`src/atilt_pkg.sv`:
```
package atilt_pkg;

	// CORDIC iteration count; the table below covers at most TABLE_LEN steps
	localparam int CORDIC_STEPS = 16;
	localparam int TABLE_LEN    = 24;
	localparam int N_ITER       = (CORDIC_STEPS < TABLE_LEN) ? CORDIC_STEPS : TABLE_LEN;

	localparam int FRAC_BITS = 16;
	localparam int MAG_W     = 8;
	// magnitude 128 << 16 times CORDIC gain and sqrt(2) stays below 2^25
	localparam int CW        = MAG_W + FRAC_BITS + 3;
	// degrees Q16, holds -270 .. +180
	localparam int ANG_W     = 26;
	localparam int DEG_W     = 10;
	localparam int OUT_W     = 9;

	typedef logic signed [CW-1:0]    vec_t;
	typedef logic signed [ANG_W-1:0] ang_t;
	typedef logic signed [DEG_W-1:0] deg_t;

	localparam ang_t DEG45  = ANG_W'(45 * (1 << FRAC_BITS));
	localparam ang_t DEG90  = ANG_W'(90 * (1 << FRAC_BITS));
	localparam ang_t DEG180 = ANG_W'(180 * (1 << FRAC_BITS));
	localparam ang_t TRUNC_BIAS = ANG_W'((1 << FRAC_BITS) - 1);

	localparam deg_t LIM_DEG  = DEG_W'(180);
	localparam deg_t WRAP_DEG = DEG_W'(360);

	// per-lane classification of the (h, v) pair
	typedef struct packed {
		logic h_neg;
		logic v_neg;
		logic h_zero;
		logic v_zero;
		logic eq;
	} info_t;

	typedef struct packed {
		vec_t cx;
		vec_t cy;
		ang_t ang;
	} cstate_t;

	// lane 0: h = y (tilt about x), lane 1: h = x (tilt about y); v = z for both
	typedef struct packed {
		logic [7:0]     id;
		info_t [1:0]    info;
		cstate_t [1:0]  cs;
	} item_t;

	// round(atan(2^-i) * 180/pi * 65536)
	function automatic ang_t atan_q16(input int unsigned i);
		ang_t r;
		case (i)
			0:  r = ANG_W'(2949120);
			1:  r = ANG_W'(1740967);
			2:  r = ANG_W'(919879);
			3:  r = ANG_W'(466945);
			4:  r = ANG_W'(234379);
			5:  r = ANG_W'(117304);
			6:  r = ANG_W'(58666);
			7:  r = ANG_W'(29335);
			8:  r = ANG_W'(14668);
			9:  r = ANG_W'(7334);
			10: r = ANG_W'(3667);
			11: r = ANG_W'(1833);
			12: r = ANG_W'(917);
			13: r = ANG_W'(458);
			14: r = ANG_W'(229);
			15: r = ANG_W'(115);
			16: r = ANG_W'(57);
			17: r = ANG_W'(29);
			18: r = ANG_W'(14);
			19: r = ANG_W'(7);
			20: r = ANG_W'(4);
			21: r = ANG_W'(2);
			22: r = ANG_W'(1);
			default: r = '0;
		endcase
		return r;
	endfunction

endpackage

```
`src/atilt_front.sv`:
```
module atilt_front (
	input  logic              clk,
	input  logic              arst_n,
	input  logic              in_vld,
	output logic              in_rdy,
	input  logic [7:0]        sensor_id,
	input  logic [7:0]        accel_x,
	input  logic [7:0]        accel_y,
	input  logic [7:0]        accel_z,
	output logic              out_vld,
	input  logic              out_rdy,
	output atilt_pkg::item_t  out_item
);
	import atilt_pkg::*;

	item_t nxt;
	item_t item_s1;
	logic  vld_s1;
	logic  rdy;

	// offset binary to two's complement: flip the top bit
	logic signed [7:0] xs, ys, zs;
	assign xs = {~accel_x[7], accel_x[6:0]};
	assign ys = {~accel_y[7], accel_y[6:0]};
	assign zs = {~accel_z[7], accel_z[6:0]};

	always_comb begin
		logic signed [7:0] hs;
		logic [MAG_W-1:0]  mag_h;
		logic [MAG_W-1:0]  mag_v;
		nxt    = '0;
		nxt.id = sensor_id;
		mag_v  = zs[7] ? (~zs + 8'd1) : zs;
		for (int l = 0; l < 2; l++) begin
			hs    = (l == 0) ? ys : xs;
			mag_h = hs[7] ? (~hs + 8'd1) : hs;
			nxt.info[l].h_neg  = hs[7];
			nxt.info[l].v_neg  = zs[7];
			nxt.info[l].h_zero = (hs == 8'sd0);
			nxt.info[l].v_zero = (zs == 8'sd0);
			nxt.info[l].eq     = (mag_h == mag_v);
			nxt.cs[l].cx  = CW'({mag_h, {FRAC_BITS{1'b0}}});
			nxt.cs[l].cy  = CW'({mag_v, {FRAC_BITS{1'b0}}});
			nxt.cs[l].ang = '0;
		end
	end

	assign rdy    = !vld_s1 || out_rdy;
	assign in_rdy = rdy;

	always_ff @(posedge clk or negedge arst_n) begin
		if (!arst_n) begin
			vld_s1 <= 1'b0;
		end else if (rdy) begin
			vld_s1 <= in_vld;
		end
	end

	always_ff @(posedge clk) begin
		if (rdy && in_vld) begin
			item_s1 <= nxt;
		end
	end

	assign out_vld  = vld_s1;
	assign out_item = item_s1;

endmodule

```
`config.mk`:
```
export PLATFORM = sky130hd
export DESIGN_NAME = atilt_front
export DESIGN_NICKNAME = d
export VERILOG_FILES = /design/src/atilt_pkg.sv /design/src/atilt_front.sv
export SDC_FILE = /design/constraint.sdc
export NUM_CORES = 1
export LEC_CHECK = 0
export BUFFER_PORTS_ARGS = -buffer_cell sky130_fd_sc_hd__buf_2
export CORE_MARGIN = 3
export CORE_UTILIZATION = 30
export DETAILED_ROUTE_END_ITERATION = 12
export PLACE_DENSITY = 0.6
export SYNTH_ARGS = -nofsm -noshare
export SYNTH_HDL_FRONTEND = slang
export SYNTH_SLANG_ARGS = --single-unit
```
`constraint.sdc`:
```
create_clock -name clk -period 2.71 [get_ports clk]
set_clock_uncertainty 0.1 [all_clocks]
set_input_delay 0.271 -clock clk [delete_from_list [all_inputs] [get_ports clk]]
set_output_delay 0.271 -clock clk [all_outputs]
set_load 0.01 [all_outputs]
```
### Word-level counts from Yosys, hierarchy flattened

Index checks and enable logic that the tools add are counted.

* flip-flop bits (word level): 41
* input bits: 36
* logic and storage cells: 33

* $add $sub $neg: 3
* equal/unequal tests: 2
* mux-type cells: 3
* bitwise operators: 6
* reduce and logical (&&, ||, !) cells: 6

Operators by type and width (count)
* $add A8 B1 Y8 const B: 3
* $logic_not A8 Y1: 3
* $mux W8: 3
* $not A8 Y8: 3
* $eq A8 B8 Y1: 2
* $not A1 Y1: 3
* $logic_and A1 B1 Y1: 1
* $logic_not A1 Y1: 1
* $logic_or A1 B1 Y1: 1

### Depth between registers and ports, before layout

* word-level depth: 5
* depth in mapped cells: 7
* gate-level depth less buffers: 7

### Least setup slack after synthesis

Ideal clock, no wire load.

* path kind: input port to flip-flop
* start point: input accel_z[0]
* end point: register item_s1, in the netlist out_item[160], data pin
* setup time: 176 ps
* arrival: 1951 ps
* data required time: 2434 ps
* setup slack: 483 ps
* cell stages on the path: 7
* cells stage by stage: inv_1 -> ha_1 -> or3b_2 -> a211oi_1 -> xor3_1 -> nand4_1 -> nor4_1

RTL lines
* start: declaration: line atilt_front.sv:9 `input logic [7:0] accel_z,`
* end signal: assignment: line atilt_front.sv:61 `item_s1 <= nxt;`
* end: declaration: line atilt_front.sv:17 `item_t item_s1;`

==> impl_metrics.json <==
{
  "status": "complete, no violations",
  "grt_use_total": 0.0896,
  "yosys.area.top_type": "edfxtp_1",
  "synthCells": 292,
  "cts_sinks": 41,
  "relSlewSlack": 0.591,
  "switchingPower_mw": 0.436,
  "synthMuxAreaShare": 0.0107,
  "slowest_stage": "or3b_2",
  "grt_pass1_wl_um": 7980,
  "swShare": 0.278,
  "grtUsageMet1": 0.0946,
  "core_sq_um": 9770,
  "drc": 0,
  "yosys.area_share.simple": 0.0971,
  "io_buffers": 87,
  "seq_area_frac_synth": 0.405,
  "p_comb_frac": 0.220,
  "cts_buffers": 5,
  "crit_path_cell_trace": "buf_2 -> inv_1 -> ha_1 -> or3b_2 -> a211oi_1 -> buf_4 -> xor3_1 -> nand4_1 -> nor4_1",
  "drtIter0Drc": 43,
  "timing.final.crit_share": 0.783,
  "power_frac_seq": 0.482,
  "boundaryPins": 216,
  "synth_edf_count": 40,
  "ys_async_sr_fraction": 0.0244,
  "slew_viol_final": 0,
  "r2r_end": "out_item[165]",
  "ant_nets": 0,
  "ys_ff_latch": 41,
  "cts.clk_slew.worst_paths_ns": 0.08,
  "rr_worst_depth": 3,
  "crit_required_ns": 2.71,
  "cts_root_buffer": "clkbuf_8",
  "fp-row-count": 36,
  "drv_cap": 0,
  "start_util": 0.310,
  "yosys-top-cells-count": "buf_4 (138), edfxtp_1 (40), inv_1 (16)",
  "powerDensity_nw_per_um2": 489,
  "hold_slack_ns": 0.0586,
  "antenna_found_initial": 0,
  "clock_latency_ns": 0.28,
  "busiest_layer": "met2",
  "design.die.area_sq_um": 11300,
  "synth.most_common_cell": "buf_4",
  "min_to": "out_item[170]",
  "synth_top_family_by_area": "buffers and inverters",
  "path_max_fanout": 6,
  "syn_area_sq_um": 3030,
  "fin_util": 0.328,
  "htreeDepth": 2,
  "synth-compound-area-share": 0.0194,
  "vdd_drop_max_mv": 0.177,
  "die_w_um": 106,
  "netlist.area_leader.share": 0.397,
  "rsz0062_at_grt": "no",
  "diodes": 0,
  "hp-start": "sensor_id[0]",
  "synth_xor_area_frac": 0.0881,
  "ctsResizeCount": 0,
  "setup_viol": 0,
  "clock.fmax_mhz": 471,
  "r2r_slack_ns": 1.00,
  "whs_path_depth": 1,
  "viasPerCell": 3.56,
  "nets": 416,
  "place_area_sq_um": 3090,
  "hp-class": "in2reg",
  "power_mw": 1.57,
  "synth_flop_cell": "edfxtp_1",
  "synth_warnings": 0,
  "drive_gt1_frac": 0.275,
  "die_h_um": 106,
  "clock_path_buffers": 2,
  "grt_pass1_vias": 1591,
  "setup-tns-final_ns": 0,
  "grt_overflow_total": 0,
  "synth_cell_types": 36,
  "path_class": "in2reg",
  "avgSynthCellArea_sq_um": 10.4,
  "p_int_mw": 1.13,
  "grt_start_max_net_pins": 27,
  "postLayoutCellArea_sq_um": 3210,
  "drt_pre_antenna_iters": 4,
  "dp_hpwl_um": 4720,
  "critical_path_arrival_ns": 2.12,
  "wl_um": 5660,
  "critical_path.reg2reg.startpoint": "out_vld",
  "grt_use_met3": 0.0310,
  "synth_fa_ha_area_frac": 0.0124,
  "vias": 1821,
  "cp-end-kind": "flip-flop",
  "finalHoldViolCount": 0,
  "post_cts_buffers": 0,
  "startpoint_type": "primary input",
  "wl_per_cell_um": 11.1,
  "cts_tree": "done",
  "yosys-top-cells-area": "edfxtp_1 (40%), buf_4 (34%), xor2_1 (4.1%), xnor2_1 (3.2%), inv_1 (2.0%)",
  "period_needed_ns": 2.12,
  "syn_to_final_growth_pct": 5.91,
  "cpPeakStageDelay_ns": 0.45,
  "p_leak_nw": 1.58,
  "power.share.clock": 0.298,
  "tightest_slew_ns": 0.614,
  "gp_congestion": 0.728,
  "grt_use_met2": 0.164
}
==> stage by stage <==
step,cells,setup WS (ns)
CTS,511,0.583
global placement,502,0.349
finish,511,0.588
floorplan,419,0.483
global route,511,0.374
detailed placement,502,0.295
==> layout by cell type, fill, tap and decap left out, types with 2 or more instances in the layout <==
master,count
xor2_1,14
buf_4,4
and2_1,3
clkbuf_8,5
nor2_1,13
a21oi_1,6
nor2b_1,2
ha_1,3
nand2_1,4
edfxtp_1,40
conb_1,128
nor3_1,9
buf_2,87
mux2_2,2
nand2b_1,2
xnor2_1,11
nor4_1,4
xor3_1,2
inv_1,16
==> routing by layer <==
layer | vias up | wire length (um)
li1 | 862 | -
met1 | 819 | 1920
met2 | 135 | 2860
met3 | 5 | 810
met4 | 0 | 73
met5 | - | 0
==> worst max path at each step <==
stage	slack, ns	to	start	cells after the start
after floorplan	0.48	out_item[160]	accel_z[0]	7
after global placement	0.35	out_item[165]	accel_x[5]	6
after detailed placement	0.29	out_item[165]	accel_x[5]	6
after CTS	0.58	out_item[160]	accel_z[0]	9
after global routing	0.37	out_item[165]	accel_z[4]	6
final	0.59	out_item[160]	accel_z[0]	9
==> power by group through the flow <==
| stage | sequential [mW] | clock (mW) | combinational [mW] |
|---|---|---|---|
| 2_1_floorplan | 0.792 | 0 | 0.350 |
| 3_3_place_gp | 0.770 | 0 | 0.340 |
| 3_5_place_dp | 0.770 | 0 | 0.343 |
| 4_1_cts | 0.756 | 0.488 | 0.345 |
| 5_1_grt | 0.759 | 0.515 | 0.382 |
| 6_report | 0.755 | 0.468 | 0.345 |
==> critical path: cells and delay by family <==
| kind | cells | cell delay (ns) |
|---|---|---|
| and+or+nand+nor | 3 | 0.86 |
| buffers and inverters | 3 | 0.36 |
| adders and majority gates | 1 | 0.21 |
| AOI/OAI and AO/OA | 1 | 0.20 |
| xor gates and xnor gates | 1 | 0.20 |
==> sequential cells by signal, indices dropped and copies added, names as in the netlist <==
signal,count
out_item,40
out_vld,1
==> kinds of logic (layout without fill, tap and decap cells) <==
logic type / after synthesis / count (layout)
simple gates: 50 / 50
flops: 41 / 41
fa+ha+maj: 3 / 3
xor+xnor: 27 / 27
buf+inv: 157 / 116
other cells: 1 / 128
compound gates: 10 / 10
mux: 3 / 3
==> area by class of cell <==
class	instances	area (sq um)
Inverter	16	60.1
Multi-Input combinational cell	221	1170
Timing Repair Buffer	92	475
Sequential cell	41	1230
Tap cell	133	166
Clock inverter	2	33.8
Clock buffer	6	72.6
Fill cell	1019	6570
==> what timing repair did <==
action,4_1_cts,5_1_grt
hold buffers,1,0
hold endpoints to repair,1,0
endpoints found under the setup margin,0,0
Power figures use the tool's default switching activity.
