File: src/atilt_pkg.sv
package atilt_pkg;

	// CORDIC iteration count; the table below covers at most TABLE_LEN steps
	localparam int CORDIC_STEPS = 16;
	localparam int TABLE_LEN    = 24;
	localparam int N_ITER       = (CORDIC_STEPS < TABLE_LEN) ? CORDIC_STEPS : TABLE_LEN;

	localparam int FRAC_BITS = 16;
	localparam int MAG_W     = 8;
	// magnitude 128 << 16 times CORDIC gain and sqrt(2) stays below 2^25
	localparam int CW        = MAG_W + FRAC_BITS + 3;
	// degrees Q16, holds -270 .. +180
	localparam int ANG_W     = 26;
	localparam int DEG_W     = 10;
	localparam int OUT_W     = 9;

	typedef logic signed [CW-1:0]    vec_t;
	typedef logic signed [ANG_W-1:0] ang_t;
	typedef logic signed [DEG_W-1:0] deg_t;

	localparam ang_t DEG45  = ANG_W'(45 * (1 << FRAC_BITS));
	localparam ang_t DEG90  = ANG_W'(90 * (1 << FRAC_BITS));
	localparam ang_t DEG180 = ANG_W'(180 * (1 << FRAC_BITS));
	localparam ang_t TRUNC_BIAS = ANG_W'((1 << FRAC_BITS) - 1);

	localparam deg_t LIM_DEG  = DEG_W'(180);
	localparam deg_t WRAP_DEG = DEG_W'(360);

	// per-lane classification of the (h, v) pair
	typedef struct packed {
		logic h_neg;
		logic v_neg;
		logic h_zero;
		logic v_zero;
		logic eq;
	} info_t;

	typedef struct packed {
		vec_t cx;
		vec_t cy;
		ang_t ang;
	} cstate_t;

	// lane 0: h = y (tilt about x), lane 1: h = x (tilt about y); v = z for both
	typedef struct packed {
		logic [7:0]     id;
		info_t [1:0]    info;
		cstate_t [1:0]  cs;
	} item_t;

	// round(atan(2^-i) * 180/pi * 65536)
	function automatic ang_t atan_q16(input int unsigned i);
		ang_t r;
		case (i)
			0:  r = ANG_W'(2949120);
			1:  r = ANG_W'(1740967);
			2:  r = ANG_W'(919879);
			3:  r = ANG_W'(466945);
			4:  r = ANG_W'(234379);
			5:  r = ANG_W'(117304);
			6:  r = ANG_W'(58666);
			7:  r = ANG_W'(29335);
			8:  r = ANG_W'(14668);
			9:  r = ANG_W'(7334);
			10: r = ANG_W'(3667);
			11: r = ANG_W'(1833);
			12: r = ANG_W'(917);
			13: r = ANG_W'(458);
			14: r = ANG_W'(229);
			15: r = ANG_W'(115);
			16: r = ANG_W'(57);
			17: r = ANG_W'(29);
			18: r = ANG_W'(14);
			19: r = ANG_W'(7);
			20: r = ANG_W'(4);
			21: r = ANG_W'(2);
			22: r = ANG_W'(1);
			default: r = '0;
		endcase
		return r;
	endfunction

endpackage

File: src/atilt_back.sv
module atilt_back (
	input  logic                    clk,
	input  logic                    arst_n,
	input  logic                    in_vld,
	output logic                    in_rdy,
	input  atilt_pkg::item_t        in_item,
	output logic                    out_vld,
	input  logic                    out_rdy,
	output logic [7:0]              out_id,
	output logic signed [atilt_pkg::OUT_W-1:0] tilt_about_x,
	output logic signed [atilt_pkg::OUT_W-1:0] tilt_about_y,
	output logic                    x_degenerate,
	output logic                    y_degenerate
);
	import atilt_pkg::*;

	logic rdy3, rdy4, rdy5;
	logic vld_s3, vld_s4, vld_s5;

	logic [7:0] id_s3, id_s4, id_s5;
	logic [1:0] dgn_s3, dgn_s4, dgn_s5;
	ang_t       theta_s3 [2];
	deg_t       deg_s4   [2];
	logic signed [OUT_W-1:0] tilt_s5 [2];

	// quadrant mapping; degenerate lanes get +90 so they land on zero
	ang_t theta_nxt [2];
	always_comb begin
		ang_t  phi;
		info_t inf;
		for (int l = 0; l < 2; l++) begin
			inf = in_item.info[l];
			if (inf.eq)
				phi = DEG45;
			else if (in_item.cs[l].ang[ANG_W-1])
				phi = '0;
			else if (in_item.cs[l].ang > DEG90)
				phi = DEG90;
			else
				phi = in_item.cs[l].ang;

			if (inf.h_zero && inf.v_zero)
				theta_nxt[l] = DEG90;
			else if (inf.h_zero)
				theta_nxt[l] = inf.v_neg ? -DEG90 : DEG90;
			else if (inf.v_zero)
				theta_nxt[l] = inf.h_neg ? DEG180 : '0;
			else if (!inf.h_neg)
				theta_nxt[l] = inf.v_neg ? -phi : phi;
			else
				theta_nxt[l] = inf.v_neg ? (phi - DEG180) : (DEG180 - phi);
		end
	end

	// subtract 90 and truncate toward zero
	deg_t deg_nxt [2];
	always_comb begin
		ang_t d;
		ang_t biased;
		for (int l = 0; l < 2; l++) begin
			d       = theta_s3[l] - DEG90;
			biased  = d + (d[ANG_W-1] ? TRUNC_BIAS : ang_t'(0));
			deg_nxt[l] = DEG_W'(biased >>> FRAC_BITS);
		end
	end

	// single wrap into -180 .. 180
	logic signed [OUT_W-1:0] wrap_nxt [2];
	always_comb begin
		deg_t w;
		for (int l = 0; l < 2; l++) begin
			if (deg_s4[l] < -LIM_DEG)
				w = deg_s4[l] + WRAP_DEG;
			else if (deg_s4[l] > LIM_DEG)
				w = deg_s4[l] - WRAP_DEG;
			else
				w = deg_s4[l];
			wrap_nxt[l] = OUT_W'(w);
		end
	end

	assign rdy5   = !vld_s5 || out_rdy;
	assign rdy4   = !vld_s4 || rdy5;
	assign rdy3   = !vld_s3 || rdy4;
	assign in_rdy = rdy3;

	always_ff @(posedge clk or negedge arst_n) begin
		if (!arst_n) begin
			vld_s3 <= 1'b0;
			vld_s4 <= 1'b0;
			vld_s5 <= 1'b0;
		end else begin
			if (rdy3) vld_s3 <= in_vld;
			if (rdy4) vld_s4 <= vld_s3;
			if (rdy5) vld_s5 <= vld_s4;
		end
	end

	always_ff @(posedge clk) begin
		if (rdy3 && in_vld) begin
			id_s3       <= in_item.id;
			dgn_s3[0]   <= in_item.info[0].h_zero && in_item.info[0].v_zero;
			dgn_s3[1]   <= in_item.info[1].h_zero && in_item.info[1].v_zero;
			theta_s3[0] <= theta_nxt[0];
			theta_s3[1] <= theta_nxt[1];
		end
		if (rdy4 && vld_s3) begin
			id_s4     <= id_s3;
			dgn_s4    <= dgn_s3;
			deg_s4[0] <= deg_nxt[0];
			deg_s4[1] <= deg_nxt[1];
		end
		if (rdy5 && vld_s4) begin
			id_s5      <= id_s4;
			dgn_s5     <= dgn_s4;
			tilt_s5[0] <= wrap_nxt[0];
			tilt_s5[1] <= wrap_nxt[1];
		end
	end

	assign out_vld      = vld_s5;
	assign out_id       = id_s5;
	assign tilt_about_x = tilt_s5[0];
	assign tilt_about_y = tilt_s5[1];
	assign x_degenerate = dgn_s5[0];
	assign y_degenerate = dgn_s5[1];

endmodule

File: config.mk
export PLATFORM = sky130hd
export DESIGN_NAME = atilt_back
export DESIGN_NICKNAME = d
export VERILOG_FILES = /design/src/atilt_pkg.sv /design/src/atilt_back.sv
export SDC_FILE = /design/constraint.sdc
export NUM_CORES = 1
export LEC_CHECK = 0
export BUFFER_PORTS_ARGS = -buffer_cell sky130_fd_sc_hd__buf_2
export CAP_MARGIN = 20
export CORE_MARGIN = 2
export CORE_UTILIZATION = 23
export DETAILED_ROUTE_END_ITERATION = 6
export GPL_TIMING_DRIVEN = 1
export PLACE_DENSITY = 0.43
export SYNTH_ARGS = -nofsm -noshare
export SYNTH_HDL_FRONTEND = slang
export SYNTH_SLANG_ARGS = --single-unit
File: constraint.sdc
create_clock -name clk -period 5.8 [get_ports clk]
set_clock_uncertainty 0.05 [all_clocks]
set_input_delay 0.58 -clock clk [delete_from_list [all_inputs] [get_ports clk]]
set_output_delay 0.58 -clock clk [all_outputs]
set_load 0.1 [all_outputs]
## Yosys cells after proc, flatten, opt, wreduce, memory -nomap -nowiden

Memory sizes are Yosys's and may differ from the RTL's.
Index checks and enable logic that the tools add are counted.

- Bits in registers: 33
- Bits in latches: 0
- RAM bits: 90
- ROM bits: 0
- Bits of input ports: 182
- Output and inout bits: 30
- Logic and storage cells: 77
- Memories kept: 3

- $add $sub $neg: 14
- Multipliers: 0
- Divide/modulo/power cells: 0
- $lt $le $gt $ge: 6
- Equal/unequal tests: 0
- Shift-type cells: 0
- Mux-type cells: 34
- Bitwise gates (word level): 0
- Reduce and logical (&&, ||, !) cells: 11

Memories:

| name | depth | width | read ports | clocked after memory_dff | write ports | RTL line | text |
|---|---|---|---|---|---|---|---|
| theta_s3 | 2 | 26 | 2 | 0 | 2 | atilt_back.sv:22 | `ang_t theta_s3 [2];` |
| deg_s4 | 2 | 10 | 2 | 0 | 2 | atilt_back.sv:23 | `deg_t deg_s4 [2];` |
| tilt_s5 | 2 | 9 | 2 | 0 | 2 | atilt_back.sv:24 | `logic signed [OUT_W-1:0] tilt_s5 [2];` |

Operator list:

| operator | number |
|---|---|
| two-way mux 26 bit | 16 |
| two-way mux 25 bit | 4 |
| adder 26 x 17 -> 26 bit | 2 |
| greater-than comparator 26 x 24 -> 1 bit, second input constant | 2 |
| negation 26 bit | 2 |
| subtractor 25 x 26 -> 26 bit, first input constant | 2 |
| subtractor 26 x 24 -> 26 bit, second input constant | 2 |
| subtractor 26 x 25 -> 26 bit, second input constant | 2 |
| two-way mux 24 bit | 2 |
| two-way mux 9 bit | 4 |
| two-way mux 16 bit | 2 |
| greater-than comparator 10 x 9 -> 1 bit, second input constant | 2 |
| less-than comparator 10 x 9 -> 1 bit, second input constant | 2 |
| adder 9 bit, second input constant | 2 |
| subtractor 9 bit, second input constant | 2 |
| two-way mux 1 bit | 6 |
| logical AND 1 bit | 5 |
| zero test 1 bit | 3 |
| logical OR 1 bit | 3 |

## Longest topological paths before layout

- Word-level depth: 10
- Mapped depth: 15
- Depth with buffers taken out: 15

## Least setup slack after synthesis

No wires, ideal clock.

- Path kind: reg-to-reg
- Start point: mem theta_s3[0][17] in the netlist's numbering
- End point: mem deg_s4[0][8] in the netlist's numbering, data pin
- Setup time: 271 ps
- Arrival: 3902 ps
- Required time: 5479 ps
- Slack: 1577 ps
- Cell stages (with the launch flop): 16
- Path buffers: 0
- Period minus slack after synthesis: 4223 ps
- Path through: edfxtp_1 > inv_1 > ha_1 > and3b_1 > o21ai_0 > nand2_1 > xnor2_1 > ha_1 > a21o_1 > a211oi_1 > nor2_1 > o311ai_0 > o21ai_0 > and2_1 > a221oi_1 > xor2_1

RTL lines:

| item | RTL line |
|---|---|
| from (decl) | atilt_back.sv:22 |
| to (decl) | atilt_back.sv:23 |

==> reports/summary.txt <==
Maximum root-to-sink buffer count - 2
CP Launch Point - theta_s3[0][17]
Global-route wire length before repair - 32.8 mm
Main synth FF type - edfxtp_1
Nets - 1150
CTS resizes - 0
WL per Instance - 14.3 um
Detail-routed via count per cell - 4.62
Initial antenna violation count - 0
Clk root buf - clkbuf_16
Total wire length - 19.9 mm
Die width - 191 um
Initial core utilization - 0.233
Clk slew on worst S/H paths - 60 ps
Critical Path RT - 5900 ps
RSZ-0062 raised after global routing - false
Post-synth EDFFs - 120
Setup TNS - 0 ps
Tot GR Track Use - 0.113
Worst reg-to-reg path cell count - 14
Core Region - 34500 um^2
Mapped Cells - 818
Worst reg2reg path startpoint - theta_s3[0][17]
Status - completed
Layout fillers - 3624
Crit-path max FO - 15
Area grow syn2layout - 20.6%
CP Class - register to register
# rows - 68
DRT Pass-1 Iters - 5
Final ANT Viol Nets - 0
Maxcap violations - 0
GPL Wtd Cong - 0.792
Largest net degree at the start of global routing - 63
Origin of the worst min-delay path - in_item[176]
Clock Latency Late Sink - 410 ps
Tmin final - 4310 ps
Pwr dens - 310 nW/um^2
FF-to-FF End - deg_s4[0][4]
DIE HEIGHT - 191 um
Vias - 6428
Tcrit/Tclk final - 0.743
Post-CTS setup repair buffer count - 0
Starting DRC count in detailed routing - 385
Die area - 36400 um^2
Clk sinks - 123
Leak pwr - 3.67 nW
Port bufs - 103
Arrival time worst endpoint - 4410 ps
Synth unique cells - 68
Register bit total from synthesis - 123
Post-synthesis sequential area ratio - 0.459
Final Hold Vio Count - 0
H-tree levels - 4
Share of layout cells above drive strength 1 - 0.168
Num CTS Buffers - 17
VDD IR max - 0.000151 V
Fmax - 232 MHz
Cts-stage hold buffer count - 1
Post-synth net total - 1046
Rel. slew slack - 0.361
Setup violators final - 0
Reg-to-reg slack, setup - 1490 ps
Worst setup path end - deg_s4[0][4]
Residual DRC count - 0
Vias in the first global route - 6156
Synthesis Warnings - 0
CP endpoint kind - register
CTS tree - done
Hold Path Class - primary input to register
Mean Syn Cell Area - 9.80 um^2
Ports - 212
FFs w/ async S/R, synth - 0.0244
Hpwl dp - 15.3 mm
Total grt overflow - 0
Slew Limit Fails - 0
Startpoint types - register
Worst Tran Pin Value - 955 ps
WHS - 301 ps
Mapped Area - 8020 um^2
Diodes inserted - 0
[cell type report]
type	count	area, um^2	area share
multi-input combinational	636	4110	0.425
inverter	33	124	0.0128
timing repair buffer	111	578	0.0598
tap	455	569	0.0589
clock buffer	19	443	0.0458
sequential	123	3680	0.380
clock inverter	13	165	0.0171
[logic make-up after synthesis]
kind of cell    after synthesis  synth area share
compound gates              232             0.187
mux                           6           0.00764
xor+xnor                     64            0.0699
flops                       123             0.459
simple gates                288             0.177
fa+ha+maj                    46            0.0718
buf+inv                      59            0.0285
[layout by cell type, fill, tap and decap left out, types with 24 or more instances in the layout]
cell	synthesis	layout
ha_1	46	46
inv_1	33	33
nand2_1	76	76
buf_2	0	103
nor2_1	81	81
xnor2_1	30	30
xor2_1	34	34
edfxtp_1	120	120
nand3_1	24	24
o21ai_0	59	59
a21oi_1	58	58
[flip-flops by register name (all words and copies together) (netlist names), 8 cells and up]
register and flops:
deg_s4 20, id_s3 8, id_s4 8, out_id 8
theta_s3 52, tilt_s5 18
[stage by stage]
| stage | setup WS, ps | std cells | util | total power [mW] | area (um^2) |
|---|---|---|---|---|---|
| finish | 1490 | 1390 | 0.281 | 3.00 | 9670 |
| global route | 940 | 1390 | 0.281 | 3.18 | 9670 |
| CTS | 1450 | 1390 | 0.281 | 3.06 | 9670 |
| detailed placement | 1300 | 1357 | 0.263 | 1.95 | 9050 |
| global placement | 1290 | 1357 | 0.263 | 1.94 | 9050 |
| floorplan | 1580 | 818 | - | 1.76 | 8020 |
[worst max-delay path, cell delays in order, from the launching register on]
cell	delay, ps
edfxtp_1	430
inv_1	170
ha_1	280
and3b_1	250
o21ai_0	240
nand2_1	100
xnor2_1	160
buf_4	210
ha_1	300
and4_1	250
o21ai_0	100
a2111oi_0	800
o221ai_1	230
a311oi_1	370
xnor2_1	110
[worst min path at each step]
stage | endpoint | cells past startpoint
finish | id_s3[6] | 1
global placement | out_vld | 1
CTS | id_s3[6] | 1
detailed placement | out_vld | 1
global route | id_s3[4] | 1
floorplan | out_vld | 0
[cell usage after synthesis, types with 4 or more instances]
cell,number,area (um^2)
edfxtp_1,120,3600
nor2_1,81,304
nand2_1,76,285
o21ai_0,59,295
a21oi_1,58,290
ha_1,46,576
xor2_1,34,298
inv_1,33,124
xnor2_1,30,263
clkbuf_1,24,90.1
nand3_1,24,120
nor3_1,19,95.1
a31oi_1,15,93.8
a211oi_1,13,97.6
nand2b_1,12,75.1
o31ai_1,12,90.1
a21o_1,11,82.6
nor4_1,11,68.8
and2_1,10,62.6
and3_1,8,50.1
or3_1,8,50.1
o21a_1,7,52.6
nand4_1,6,37.5
or2_2,6,37.5
or4_1,6,45.0
a311oi_1,5,43.8
mux2i_1,5,50.1
o41ai_1,5,43.8
nand3b_1,4,30.0
o211ai_1,4,30.0
[power by group]
part	switching [mW]	internal, mW
Clock	0.390	0.690
Combinational	0.550	0.218
Sequential	0.0522	1.10
Total	0.992	2.01
[metal layers]
metal / up-vias / wire length (um) / track usage
met5: - / 0 / 0
met3: 10 / 680 / 0.0230
met1: 2992 / 10600 / 0.166
met4: 0 / 182 / 0.0319
li1: 3313 / - / -
met2: 113 / 8460 / 0.167
Power figures use the tool's default switching activity.
